File: src/sv/nbc_pkg.sv
// Shared types and constants for the symbol-pair naive Bayes classifier.
// No dependencies; the other files that use it refer to it by scoped names.
package nbc_pkg;

	// Default sizes handed to the top level parameters
	localparam int KEY_BITS_DEF        = 16;
	localparam int COUNT_BITS_DEF      = 32;
	localparam int SCORE_FRAC_BITS_DEF = 32;

	// Fixed constants of the scheme
	localparam logic [7:0] MALE_LABEL = 8'd208;
	localparam int         PAIR_SHIFT = 8;
	localparam int         SCORE_BITS = 64;
	localparam int         CMD_DEPTH  = 2;

	// Arithmetic unit operation codes
	localparam logic OP_MUL = 1'b0;
	localparam logic OP_DIV = 1'b1;

	// One input word
	typedef struct packed {
		logic [7:0] name_byte;
		logic [7:0] gender_byte;
		logic       last;
	} item_t;

	// One result word
	typedef struct packed {
		logic [SCORE_BITS-1:0] male_score;
		logic [SCORE_BITS-1:0] female_score;
		logic                  no_data;
	} result_t;

	// Command flags passed from the front end to the back end
	typedef struct packed {
		logic has_key;
		logic male;
		logic predict;
		logic last;
	} cmd_t;

	localparam int CMD_BITS = $bits(cmd_t);

endpackage

File: src/sv/nbc_fifo.sv
// Short command queue between the front end and the back end.
// Depends on nbc_pkg for its depth.
module nbc_fifo #(
	parameter int WIDTH = 8
) (
	input  logic             clk,
	input  logic             arst_n,
	input  logic             wr,
	input  logic [WIDTH-1:0] wdata,
	input  logic             rd,
	output logic [WIDTH-1:0] rdata,
	output logic             full,
	output logic             empty
);

	localparam int DEPTH = nbc_pkg::CMD_DEPTH;
	localparam int PW    = $clog2(DEPTH);

	logic [WIDTH-1:0] slot_q [DEPTH];
	logic [PW-1:0]    wptr_q;
	logic [PW-1:0]    rptr_q;
	logic [PW:0]      count_q;

	assign full  = (count_q == (PW+1)'(DEPTH));
	assign empty = (count_q == '0);
	assign rdata = slot_q[rptr_q];

	// Store pushed words
	always_ff @(posedge clk) begin
		if (wr) begin
			slot_q[wptr_q] <= wdata;
		end
	end

	// Advance pointers and occupancy
	always_ff @(posedge clk or negedge arst_n) begin
		if (!arst_n) begin
			wptr_q  <= '0;
			rptr_q  <= '0;
			count_q <= '0;
		end else begin
			if (wr) begin
				wptr_q <= (wptr_q == PW'(DEPTH-1)) ? '0 : wptr_q + 1'b1;
			end
			if (rd) begin
				rptr_q <= (rptr_q == PW'(DEPTH-1)) ? '0 : rptr_q + 1'b1;
			end
			if (wr && !rd) begin
				count_q <= count_q + 1'b1;
			end else if (rd && !wr) begin
				count_q <= count_q - 1'b1;
			end
		end
	end

endmodule

File: config.mk
export PLATFORM = sky130hd
export DESIGN_NAME = nbc_fifo
export DESIGN_NICKNAME = d
export VERILOG_FILES = /design/src/sv/nbc_pkg.sv /design/src/sv/nbc_fifo.sv
export SDC_FILE = /design/constraint.sdc
export NUM_CORES = 1
export LEC_CHECK = 0
export BUFFER_PORTS_ARGS = -buffer_cell sky130_fd_sc_hd__buf_2
export CAP_MARGIN = 0
export CORE_UTILIZATION = 45
export CTS_CLUSTER_DIAMETER = 200
export CTS_CLUSTER_SIZE = 10
export DETAILED_ROUTE_END_ITERATION = 12
export GPL_TIMING_DRIVEN = 0
export PLACE_DENSITY = 0.8
export SLEW_MARGIN = 10
export SYNTH_ARGS = -nofsm -noshare
export SYNTH_HDL_FRONTEND = slang
export SYNTH_SLANG_ARGS = --single-unit
File: constraint.sdc
create_clock -name clk -period 2.6 [get_ports clk]
set_input_delay 0.52 -clock clk [delete_from_list [all_inputs] [get_ports clk]]
set_output_delay 0.52 -clock clk [all_outputs]
set_load 0.05 [all_outputs]
# After elaboration in Yosys (flattened, before gate mapping)
# Memory sizes are Yosys's and may differ from the RTL's.
# Cells that the tools add are included.
[totals]
reg_bits = 4
mem_bits_rw = 16
in_bits = 12
wordCells = 21
n_memories = 1
[classes]
n_addsub = 4
eq_ne = 1
n_mux = 6
n_reduce_logical = 6
[mem_list]
columns = ["name", "words", "width", "rd", "rd_clocked_by_memory_dff", "write_ports", "line", "source"]
rows = [
  ["slot_q", 2, 8, 1, 0, 1, "nbc_fifo.sv:19", "logic [WIDTH-1:0] slot_q [DEPTH];"],
]
[ops]
columns = ["cell", "count"]
rows = [
  ["$mux 1", 4],
  ["$mux 2", 2],
  ["$add 1x1->1 const B", 2],
  ["$add 2x1->2 const B", 1],
  ["$eq 2x2->1 const B", 1],
  ["$logic_and 1x1->1", 2],
  ["$logic_not 1->1", 2],
  ["$logic_not 2->1", 1],
  ["$reduce_bool 2->1", 1],
  ["$sub 2x1->2 const B", 1],
]

# Logic depth before layout (Yosys ltp)
[depth]
depth_word = 4
ltp_mapped = 5
ltp_nobuf = 5

# Worst setup path after synthesis
# Ideal clock, no wire load.
[synth_path]
path_type = "reg-to-output"
startpoint = "reg count_q[0]"
endpoint = "out empty"
arrival_time_ns = 1.055
slack_ns = 1.025
path_stages_with_launch = 2
path_cell_list = "dfrtp_1 nor2_1"
[synth_via]
elab_chain_len = 1
[synth_lines]
columns = ["item", "line", "source"]
rows = [
  ["start, declared", "nbc_fifo.sv:22", "logic [PW:0] count_q;"],
  ["start signal, assigned", "nbc_fifo.sv:49", "count_q <= count_q + 1'b1;"],
  ["start signal, assigned", "nbc_fifo.sv:51", "count_q <= count_q - 1'b1;"],
  ["$logic_not 2->1", "nbc_fifo.sv:25", "assign empty = (count_q == '0);"],
  ["end, declared", "nbc_fifo.sv:13", "output logic empty"],
]
# No other way between the ends.

# Worst setup path in the final report
[layout_path]
startpoint = "reg rptr_q"
endpoint = "out rdata[2]"
[layout_via]
elab_chain_len = 1
[layout_lines]
columns = ["item", "line", "source"]
rows = [
  ["start, declared", "nbc_fifo.sv:21", "logic [PW-1:0] rptr_q;"],
  ["start signal, assigned", "nbc_fifo.sv:46", "rptr_q <= (rptr_q == PW'(DEPTH-1)) ? '0 : rptr_q + 1'b1;"],
  ["$mem_v2 2x8", "-", ""],
  ["end, declared", "nbc_fifo.sv:11", "output logic [WIDTH-1:0] rdata,"],
]
# No other way between the ends.

==> impl_metrics.ini <==
[floorplan]
num_rows = 14
die_y_microns = 43.4
die_w_microns = 43.4
floorplan.initialDensity_pct = 49.4
io_pins = 22
core_area_sq_um = 1560
die_area_sq_um = 1880

[critical_path]
r2r_start = wptr_q
arrival_ns = 1.32
criticalPathCategory = reg2out
endpoint = rdata[2]
cp.required_ns = 2.08
r2r_cells = 1
crit_path_start = rptr_q
critPathCaptureType = output pin
r2r_setup_slack_ns = 1.22
r2r_end = slot_q[0][0]
cp_max_fo = 9
cp-start-kind = register

[power]
p_sw_share_pct = 42.3
seq_power_share_pct = 42.1
worst_ir_drop_vdd_mv = 0.552
p_leak_uw = 0.000381
clkPwrFrac_pct = 12.8
power_switching_uw = 477
powerDensity_nw_per_um2 = 1220
p_int_uw = 651
p_comb_share_pct = 45.1

[worst_hold_path]
hp-class = in2async

[placement]
dp_cells = 78
dpl_cell_area_sq_um = 896
dp_slack_ns = 0.946
io_buffers = 21
hpwl_microns = 825
place.gp.congestion = 0.649

[global_route]
grt_pass1_wl_mm = 1.72
grt_overflow_total = 0
grt_max_degree = 12
antenna_found_initial = 0
grt_pass1_vias = 437
grt_usage_pct = 13.2

[finish]
final_layout_size_suffix_gt1_share_pct = 51.5
design_area_sq_um = 922
nets = 80
layout-area-overhead-vs-synth_pct = 19.6
fillers = 116
layout.cells.non_filler = 82
diodes = 0

[yosys]
synth_top_family_by_area = multiplexers
ys.flop_type = edfxtp_1
synth_cells = 41
synthMuxAreaShare_pct = 11.7
synth_top_cell_by_area = edfxtp_1
ys_types = 12
synth_area_sq_um = 771
seq_area_frac_synth_pct = 75.3
synth_top_area_share_pct = 62.3
synthTopCellsByCount = edfxtp_1, mux2_2, dfrtp_1, xor2_1, nor2_1
yosys.area_share.simple_pct = 3.73
synth_nets = 54
synth_async_sr_flop_share_pct = 20.0
yosysMostFrequentCell = edfxtp_1
ys_ff_latch = 20
ys_warn_count = 0
synthTopCellsByArea = edfxtp_1, dfrtp_1, mux2_2
avgSynthCellArea_sq_um = 18.8
yosys.area_share.xor_xnor_pct = 5.68
synth_adder_area_share_pct = 1.62
synth_compound_area_share_pct = 0
synth_edf_count = 16

[clocking]
cts_tree = done
cts_root_buf = clkbuf_4
numCtsBuffers = 3
h-tree-depth = 1
cts_sinks = 20
clock_latency_ns = 0.29
cts_buffer_depth = 2
cts.clk_slew.worst_paths_ns = 0.10
cts_resized = 0
cts_setup_buffers = 0
cts.hold.buffers_added = 0

[route]
dr.first_iter.drc_count = 14
ant_nets = 0
wire_per_inst_microns = 13.4
avgViaCountPerCell = 4.99
dr.pass1.iters = 8
vias = 409
drc = 4
drt-total-wl_mm = 1.10

[run_status]
violations = DRC
status = complete, but fails checks

[sta]
tns_ns = 0
rsz0062_at_grt = no
relSlewSlack_pct = 50.9
worstMarginPinSlew_ns = 0.734
finClkSkew_ns = 0.00760
max_freq_mhz = 543
layout_setup_ws_ns = 0.758
fin_crit_sh_pct = 70.8
layout_min_cycle_time_ns = 1.84
setup_violations = 0
finalHoldViolCount = 0
slew_viol_final = 0

[run]
maxCapViolCount = 0
==> worst min path at each step <==
stage | endpoint | start | cells after the start | slack [ns]
floorplan | count_q[0] | arst_n | 0 | 0.22
global placement | count_q[1] | arst_n | 1 | 0.33
detailed placement | rptr_q | arst_n | 1 | 0.33
CTS | count_q[1] | arst_n | 1 | 0.02
global route | rptr_q | arst_n | 1 | 0.002
finish | count_q[1] | arst_n | 1 | 0.02
==> stage by stage <==
| stage | utilization (%) | power (uW) | hold WS, ns |
|---|---|---|---|
| final | 59.1 | 1130 | 0.0187 |
| after global placement | 57.5 | 984 | 0.327 |
| after detailed placement | 57.5 | 996 | 0.326 |
| after CTS | 59.1 | 1140 | 0.0168 |
| after global routing | 59.1 | 1180 | 0.00203 |
| after floorplan | - | 892 | 0.224 |
==> worst max-delay path: stages, from the launching register on <==
cell and delay [ns]:
dfrtp_1 0.35, buf_6 0.14, mux2_2 0.34, buf_2 0.21
==> area by class of cell <==
class                           instances  area [sq um]  area share [%]
Buffer                                  1          11.3            1.22
Clock buffer                            4          26.3            2.85
Inverter                                1          3.75           0.407
Multi-Input combinational cell         19           175            19.0
Sequential cell                        20           581            63.0
Tap cell                               16          20.0            2.17
Timing Repair Buffer                   21           105            11.4
==> per-layer routing <==
layer | global-route usage, % | vias up | wire, microns
met4 | 7.50 | 0 | 19
met2 | 23.6 | 14 | 594
met1 | 14.2 | 195 | 428
met5 | 0 | - | 0
li1 | - | 198 | -
met3 | 2.92 | 2 | 55
==> power by group through the flow <==
stage	logic, uW	registers (uW)	clock network [uW]
finish	509	475	144
detailed placement	513	483	0
CTS	515	476	147
global placement	509	475	0
floorplan	422	470	0
global route	535	484	161
==> logic make-up (layout without fill, tap and decap cells) <==
family | count (synthesis) | count (layout)
DFF | 20 | 20
and+or+nand+nor | 5 | 5
muxes | 8 | 8
xor gates and xnor gates | 5 | 5
adders and majority gates | 1 | 1
buffers and inverters | 2 | 27
==> placed cells by master (no fill, tap or decap), types with 2 or more instances in the layout <==
| cell type | Yosys | final |
|---|---|---|
| buf_2 | 0 | 21 |
| edfxtp_1 | 16 | 16 |
| mux2_2 | 8 | 8 |
| xor2_1 | 4 | 4 |
| dfrtp_1 | 4 | 4 |
| clkbuf_4 | 0 | 3 |
| nor2_1 | 2 | 2 |
==> registers in the layout (all words and copies together), names as in the netlist <==
signal,cells
slot_q,16
rptr_q,1
wptr_q,1
count_q,2
(Power assumes the default switching activity.)
