$ cat src/sv/nbc_pkg.sv
// Shared types and constants for the symbol-pair naive Bayes classifier.
// No dependencies; the other files that use it refer to it by scoped names.
package nbc_pkg;

	// Default sizes handed to the top level parameters
	localparam int KEY_BITS_DEF        = 16;
	localparam int COUNT_BITS_DEF      = 32;
	localparam int SCORE_FRAC_BITS_DEF = 32;

	// Fixed constants of the scheme
	localparam logic [7:0] MALE_LABEL = 8'd208;
	localparam int         PAIR_SHIFT = 8;
	localparam int         SCORE_BITS = 64;
	localparam int         CMD_DEPTH  = 2;

	// Arithmetic unit operation codes
	localparam logic OP_MUL = 1'b0;
	localparam logic OP_DIV = 1'b1;

	// One input word
	typedef struct packed {
		logic [7:0] name_byte;
		logic [7:0] gender_byte;
		logic       last;
	} item_t;

	// One result word
	typedef struct packed {
		logic [SCORE_BITS-1:0] male_score;
		logic [SCORE_BITS-1:0] female_score;
		logic                  no_data;
	} result_t;

	// Command flags passed from the front end to the back end
	typedef struct packed {
		logic has_key;
		logic male;
		logic predict;
		logic last;
	} cmd_t;

	localparam int CMD_BITS = $bits(cmd_t);

endpackage

$ cat src/sv/nbc_front.sv
// Front end: holds the mode register, pairs name bytes into keys and
// classifies each accepted word into a command. Depends on nbc_pkg.
module nbc_front #(
	parameter int KEY_BITS = nbc_pkg::KEY_BITS_DEF
) (
	input  logic                clk,
	input  logic                arst_n,
	input  logic                accept,
	input  nbc_pkg::item_t      item,
	input  logic                cfg_we,
	input  logic                cfg_mode,
	output nbc_pkg::cmd_t       cmd,
	output logic [KEY_BITS-1:0] key
);

	logic       mode_q;
	logic [7:0] held_q;
	logic       held_valid_q;
	logic [15:0] hi_ext;
	logic [15:0] lo_ext;
	logic [15:0] pair_key;

	// Form the key from the held byte and this one, or this byte alone
	always_comb begin
		hi_ext   = {{8{held_q[7]}}, held_q};
		lo_ext   = {{8{item.name_byte[7]}}, item.name_byte};
		pair_key = (hi_ext << nbc_pkg::PAIR_SHIFT) + lo_ext;
		key      = held_valid_q ? pair_key[KEY_BITS-1:0] : lo_ext[KEY_BITS-1:0];
		cmd.has_key = held_valid_q || item.last;
		cmd.male    = (item.gender_byte == nbc_pkg::MALE_LABEL);
		cmd.predict = mode_q;
		cmd.last    = item.last;
	end

	// Hold the first byte of a pair
	always_ff @(posedge clk) begin
		if (accept && !held_valid_q && !item.last) begin
			held_q <= item.name_byte;
		end
	end

	// Track pairing and the mode register
	always_ff @(posedge clk or negedge arst_n) begin
		if (!arst_n) begin
			mode_q       <= 1'b0;
			held_valid_q <= 1'b0;
		end else begin
			if (cfg_we) begin
				mode_q <= cfg_mode;
			end
			if (accept) begin
				held_valid_q <= !held_valid_q && !item.last;
			end
		end
	end

endmodule

$ cat config.mk
export PLATFORM = sky130hd
export DESIGN_NAME = nbc_front
export DESIGN_NICKNAME = d
export VERILOG_FILES = /design/src/sv/nbc_pkg.sv /design/src/sv/nbc_front.sv
export SDC_FILE = /design/constraint.sdc
export NUM_CORES = 1
export LEC_CHECK = 0
export ABC_AREA = 1
export BUFFER_PORTS_ARGS = -buffer_cell sky130_fd_sc_hd__buf_2
export CELL_PAD_IN_SITES_DETAIL_PLACEMENT = 0
export CELL_PAD_IN_SITES_GLOBAL_PLACEMENT = 1
export CORE_MARGIN = 2
export CORE_UTILIZATION = 28
export DETAILED_ROUTE_END_ITERATION = 10
export PLACE_DENSITY = 0.83
export SLEW_MARGIN = 40
export SYNTH_ARGS = -nofsm -noshare
export SYNTH_HDL_FRONTEND = slang
export SYNTH_SLANG_ARGS = --single-unit
$ cat constraint.sdc
create_clock -name clk -period 1.4 [get_ports clk]
set_input_delay 0.07 -clock clk [delete_from_list [all_inputs] [get_ports clk]]
set_output_delay 0.07 -clock clk [all_outputs]
set_load 0.05 [all_outputs]
### After elaboration in Yosys (flattened, before gate mapping)

Cells that the tools add are included.

| operators by class | value |
|---|---|
| reductions and logical operators | 6 |
| add/subtract/negate cells | 1 |
| multiplexer cells | 1 |
| equal/unequal tests | 1 |

Operators by type and width:

| kind | count |
|---|---|
| $add A16 B16 Y16 | 1 |
| $mux W16 | 1 |
| $eq A8 B8 Y1 const B | 1 |
| $logic_and A1 B1 Y1 | 3 |
| $logic_not A1 Y1 | 2 |
| $logic_or A1 B1 Y1 | 1 |

| storage, ports and cells | value |
|---|---|
| register bits after elaboration | 10 |
| bits of input ports | 22 |
| logic and storage cells | 12 |
| output and inout bits | 20 |

### Longest topological paths before layout

| depth | value |
|---|---|
| word-level depth | 3 |
| gate-level depth with buffers | 11 |
| mapped depth without buffers | 11 |

### Worst setup path after synthesis

Ideal clock, no wire load.

| timing path | value |
|---|---|
| path kind | register to output |
| start point | register held_q[0] |
| end point | output port key[9] |
| arrival time | 2.102 ns |
| slack | -0.772 ns |
| buffers on the path | 0 |
| stages on the path, launching flop included | 5 |
| cell sequence | edfxtp_1 -> ha_1 -> inv_1 -> fa_1 -> o21ai_0 |

| on the way | value |
|---|---|
| longest elaborated chain between the ends | 2 |

Ends and longest elaborated chain:

| element | RTL line | text |
|---|---|---|
| start, declared | nbc_front.sv:17 | `logic [7:0] held_q;` |
| start signal, assigned | nbc_front.sv:38 | `held_q <= item.name_byte;` |
| $add A16 B16 Y16 | nbc_front.sv:27 | `pair_key = (hi_ext << nbc_pkg::PAIR_SHIFT) + lo_ext;` |
| $mux W16 | nbc_front.sv:28 | `key = held_valid_q ? pair_key[KEY_BITS-1:0] : lo_ext[KEY_BITS-1:0];` |
| end, declared | nbc_front.sv:13 | `output logic [KEY_BITS-1:0] key` |

Every way passes these cells.

### Final worst setup path

| timing path | value |
|---|---|
| start point | register held_q[0] |
| end point | output port key[12] |

Same word-level chain as after synthesis.

==> impl_metrics.json <==
{
  "grt_pass1_vias": 853,
  "cts_tree": "done",
  "initial_core_util": 0.289,
  "synth.distinct_cells": 25,
  "clock_skew_ns": 0.00429,
  "vdd_drop_max_mv": 0.528,
  "required_ns": 1.33,
  "design_area_um2": 1480,
  "die_h_um": 59.4,
  "mostFrequentLayoutCell": "buf_2",
  "postPlaceCellArea_um2": 1180,
  "synthToLayoutAreaGrowth_pct": 71.8,
  "vias": 877,
  "clk_path_buf_depth": 2,
  "dp_slack_ns": -0.363,
  "grt_overflow": 0,
  "regToRegSetupSlack_ns": 0.23,
  "crit_type": "reg -> out",
  "power.switching_uw": 497,
  "ios": 42,
  "synth_nets": 133,
  "tightest_slew_ns": 0.287,
  "power.share.switching": 0.407,
  "synth_area_um2": 861,
  "rr_startpoint": "held_valid_q",
  "drt-initial-drc-count": 1,
  "clockRootBuffer": "clkbuf_4",
  "fin_ws_ns": -0.477,
  "ys_seq_area_frac": 0.337,
  "dpl.hpwl_mm": 1.57,
  "routedWlPerCell_um": 11.1,
  "clk_pin_slew_ns": 0.05,
  "clock_power_share": 0.156,
  "slew_viol_final": 0,
  "dieArea_um2": 3530,
  "track_usage": 0.125,
  "p_comb_frac": 0.557,
  "critPathArrivalTime_ns": 1.81,
  "min_path_type": "in -> reg",
  "rows": 20,
  "numCtsBuffers": 3,
  "grt_max_degree": 9,
  "reg2reg_depth": 3,
  "hold_start": "item[9]",
  "finalHoldViolCount": 0,
  "rsz0062_at_grt": "yes",
  "numPortBuffers": 41,
  "cts.htree.levels": 1,
  "min_delay_path_depth": 1,
  "drive_gt1_frac": 0.614,
  "synthCells": 103,
  "worstHoldEndpoint": "held_q[0]",
  "p_seq_frac": 0.287,
  "gp_congestion": 0.695,
  "violations": "setup timing",
  "antenna_left": 0,
  "cp-end-kind": "output pin",
  "syn_area_per_cell_um2": 8.36,
  "n_antenna_cell": 0,
  "dpl.cell_count": 176,
  "yosys_warnings": 0,
  "dr.pass1.iters": 3,
  "fin_total_pwr_mw": 1.22,
  "insertion_delay_ns": 0.25,
  "powerDensity_nw_per_um2": 827,
  "r2r-end": "held_q[2]",
  "grt_pass1_wl_mm": 3.36,
  "path_max_fanout": 3,
  "drc": 0,
  "coreArea_um2": 2980,
  "setup_viol": 7,
  "cellLeakagePower_nw": 0.724,
  "fin_crit_sh": 1.34,
  "slew-limit-headroom": 0.809,
  "layout_min_cycle_time_ns": 1.88,
  "vias_per_cell": 4.59,
  "ys_ff_latch": 10,
  "antenna_found_initial": 0,
  "stdcell_count": 191,
  "drv_cap": 0,
  "layout.nets": 189,
  "cts_sinks": 10,
  "status": "finished with violations",
  "start_kind": "flop",
  "final_cell_mix": "33 x buf_2, 15 x nand2_1, 14 x buf_4",
  "drt-total-wl_mm": 2.13,
  "p_int_uw": 726,
  "hold-worst-slack_ns": 0.0140,
  "die_x_um": 59.4,
  "fmax_mhz": 533
}
[layout make-up]
class                      count  area [µm²]
clock buffer                   4        26.3
fill                         270        1500
inverter                      15        56.3
multi-input combinational     67         616
sequential                    10         290
tap                           33        41.3
timing repair buffer          62         449
[logic make-up after synthesis]
group,Yosys count,synth area share
and+or+nand+nor,49,0.289
buffers and inverters,26,0.166
DFF,10,0.337
AOI/OAI and AO/OA,8,0.0596
adders and majority gates,8,0.125
xor gates and xnor gates,1,0.0102
muxes,1,0.0131
[routing by layer]
metal / wire length (µm) / up-vias / track usage
met5: 0 / - / 0
met4: 23 / 0 / 0.0487
met3: 134 / 4 / 0.0197
met2: 1220 / 36 / 0.264
met1: 751 / 401 / 0.114
li1: - / 436 / -
[cells in the mapped netlist]
cell / count / area, µm²
or2_2: 1 / 6.26
nand3_1: 9 / 45.0
buf_6: 1 / 11.3
dfrtp_1: 2 / 50.1
mux2_2: 1 / 11.3
xnor2_1: 1 / 8.76
inv_1: 15 / 56.3
nor2_1: 3 / 11.3
nor2_2: 1 / 6.26
o21ai_0: 3 / 15.0
nand3b_4: 1 / 20.0
nor4_1: 1 / 6.26
or2_4: 2 / 17.5
nand3b_1: 1 / 7.51
edfxtp_1: 8 / 240
buf_4: 10 / 75.1
nand2_1: 27 / 101
nand4_1: 1 / 6.26
ha_1: 7 / 87.6
fa_1: 1 / 20.0
a21oi_1: 3 / 15.0
a21oi_4: 1 / 16.3
nand3_2: 1 / 10.0
nand3b_2: 1 / 11.3
o21ai_1: 1 / 5.00
[power by group through the flow]
stage          sequential, mW  clock [mW]  combinational [mW]
2_1_floorplan           0.352           0               0.424
3_3_place_gp            0.353           0               0.535
3_5_place_dp            0.355           0               0.544
4_1_cts                 0.351       0.195               0.650
5_1_grt                 0.352       0.219               0.729
6_report                0.351       0.191               0.681
[timing repair]
action                     in CTS  in global routing
gates resized for setup        32                 10
pin swaps                       8                  4
setup endpoints to repair       8                  8
hold endpoints to repair        3                  5
setup buffers                   4                  1
hold buffers                    2                  5
[through the flow]
stage	util	setup TNS (ns)
CTS	0.466	-2.67
detailed placement	0.398	-1.46
finish	0.497	-2.63
floorplan	-	-0.676
global placement	0.398	-1.27
global route	0.497	-3.20
[sequential cells by signal (all words and copies together) (netlist names)]
signal        flops
mode_q            1
held_q            8
held_valid_q      1
[worst max-delay path by stage]
stage | slack, ns | end | startpoint | cells past startpoint
final | -0.48 | key[12] | held_q[0] | 10
after global routing | -0.57 | key[12] | held_q[0] | 10
after CTS | -0.51 | key[12] | held_q[0] | 10
after detailed placement | -0.36 | key[14] | held_q[0] | 11
after global placement | -0.33 | key[12] | held_q[0] | 10
after floorplan | -0.38 | key[9] | held_q[0] | 4
[worst max-delay path, cell delays in order, from the launching register on]
cell	delay, ns
edfxtp_1	0.33
ha_2	0.18
inv_2	0.04
fa_2	0.33
inv_2	0.07
nand2_2	0.06
nand2_4	0.09
a21oi_1	0.05
nand3b_1	0.19
nand2_4	0.08
buf_8	0.14
(Power assumes the default switching activity.)
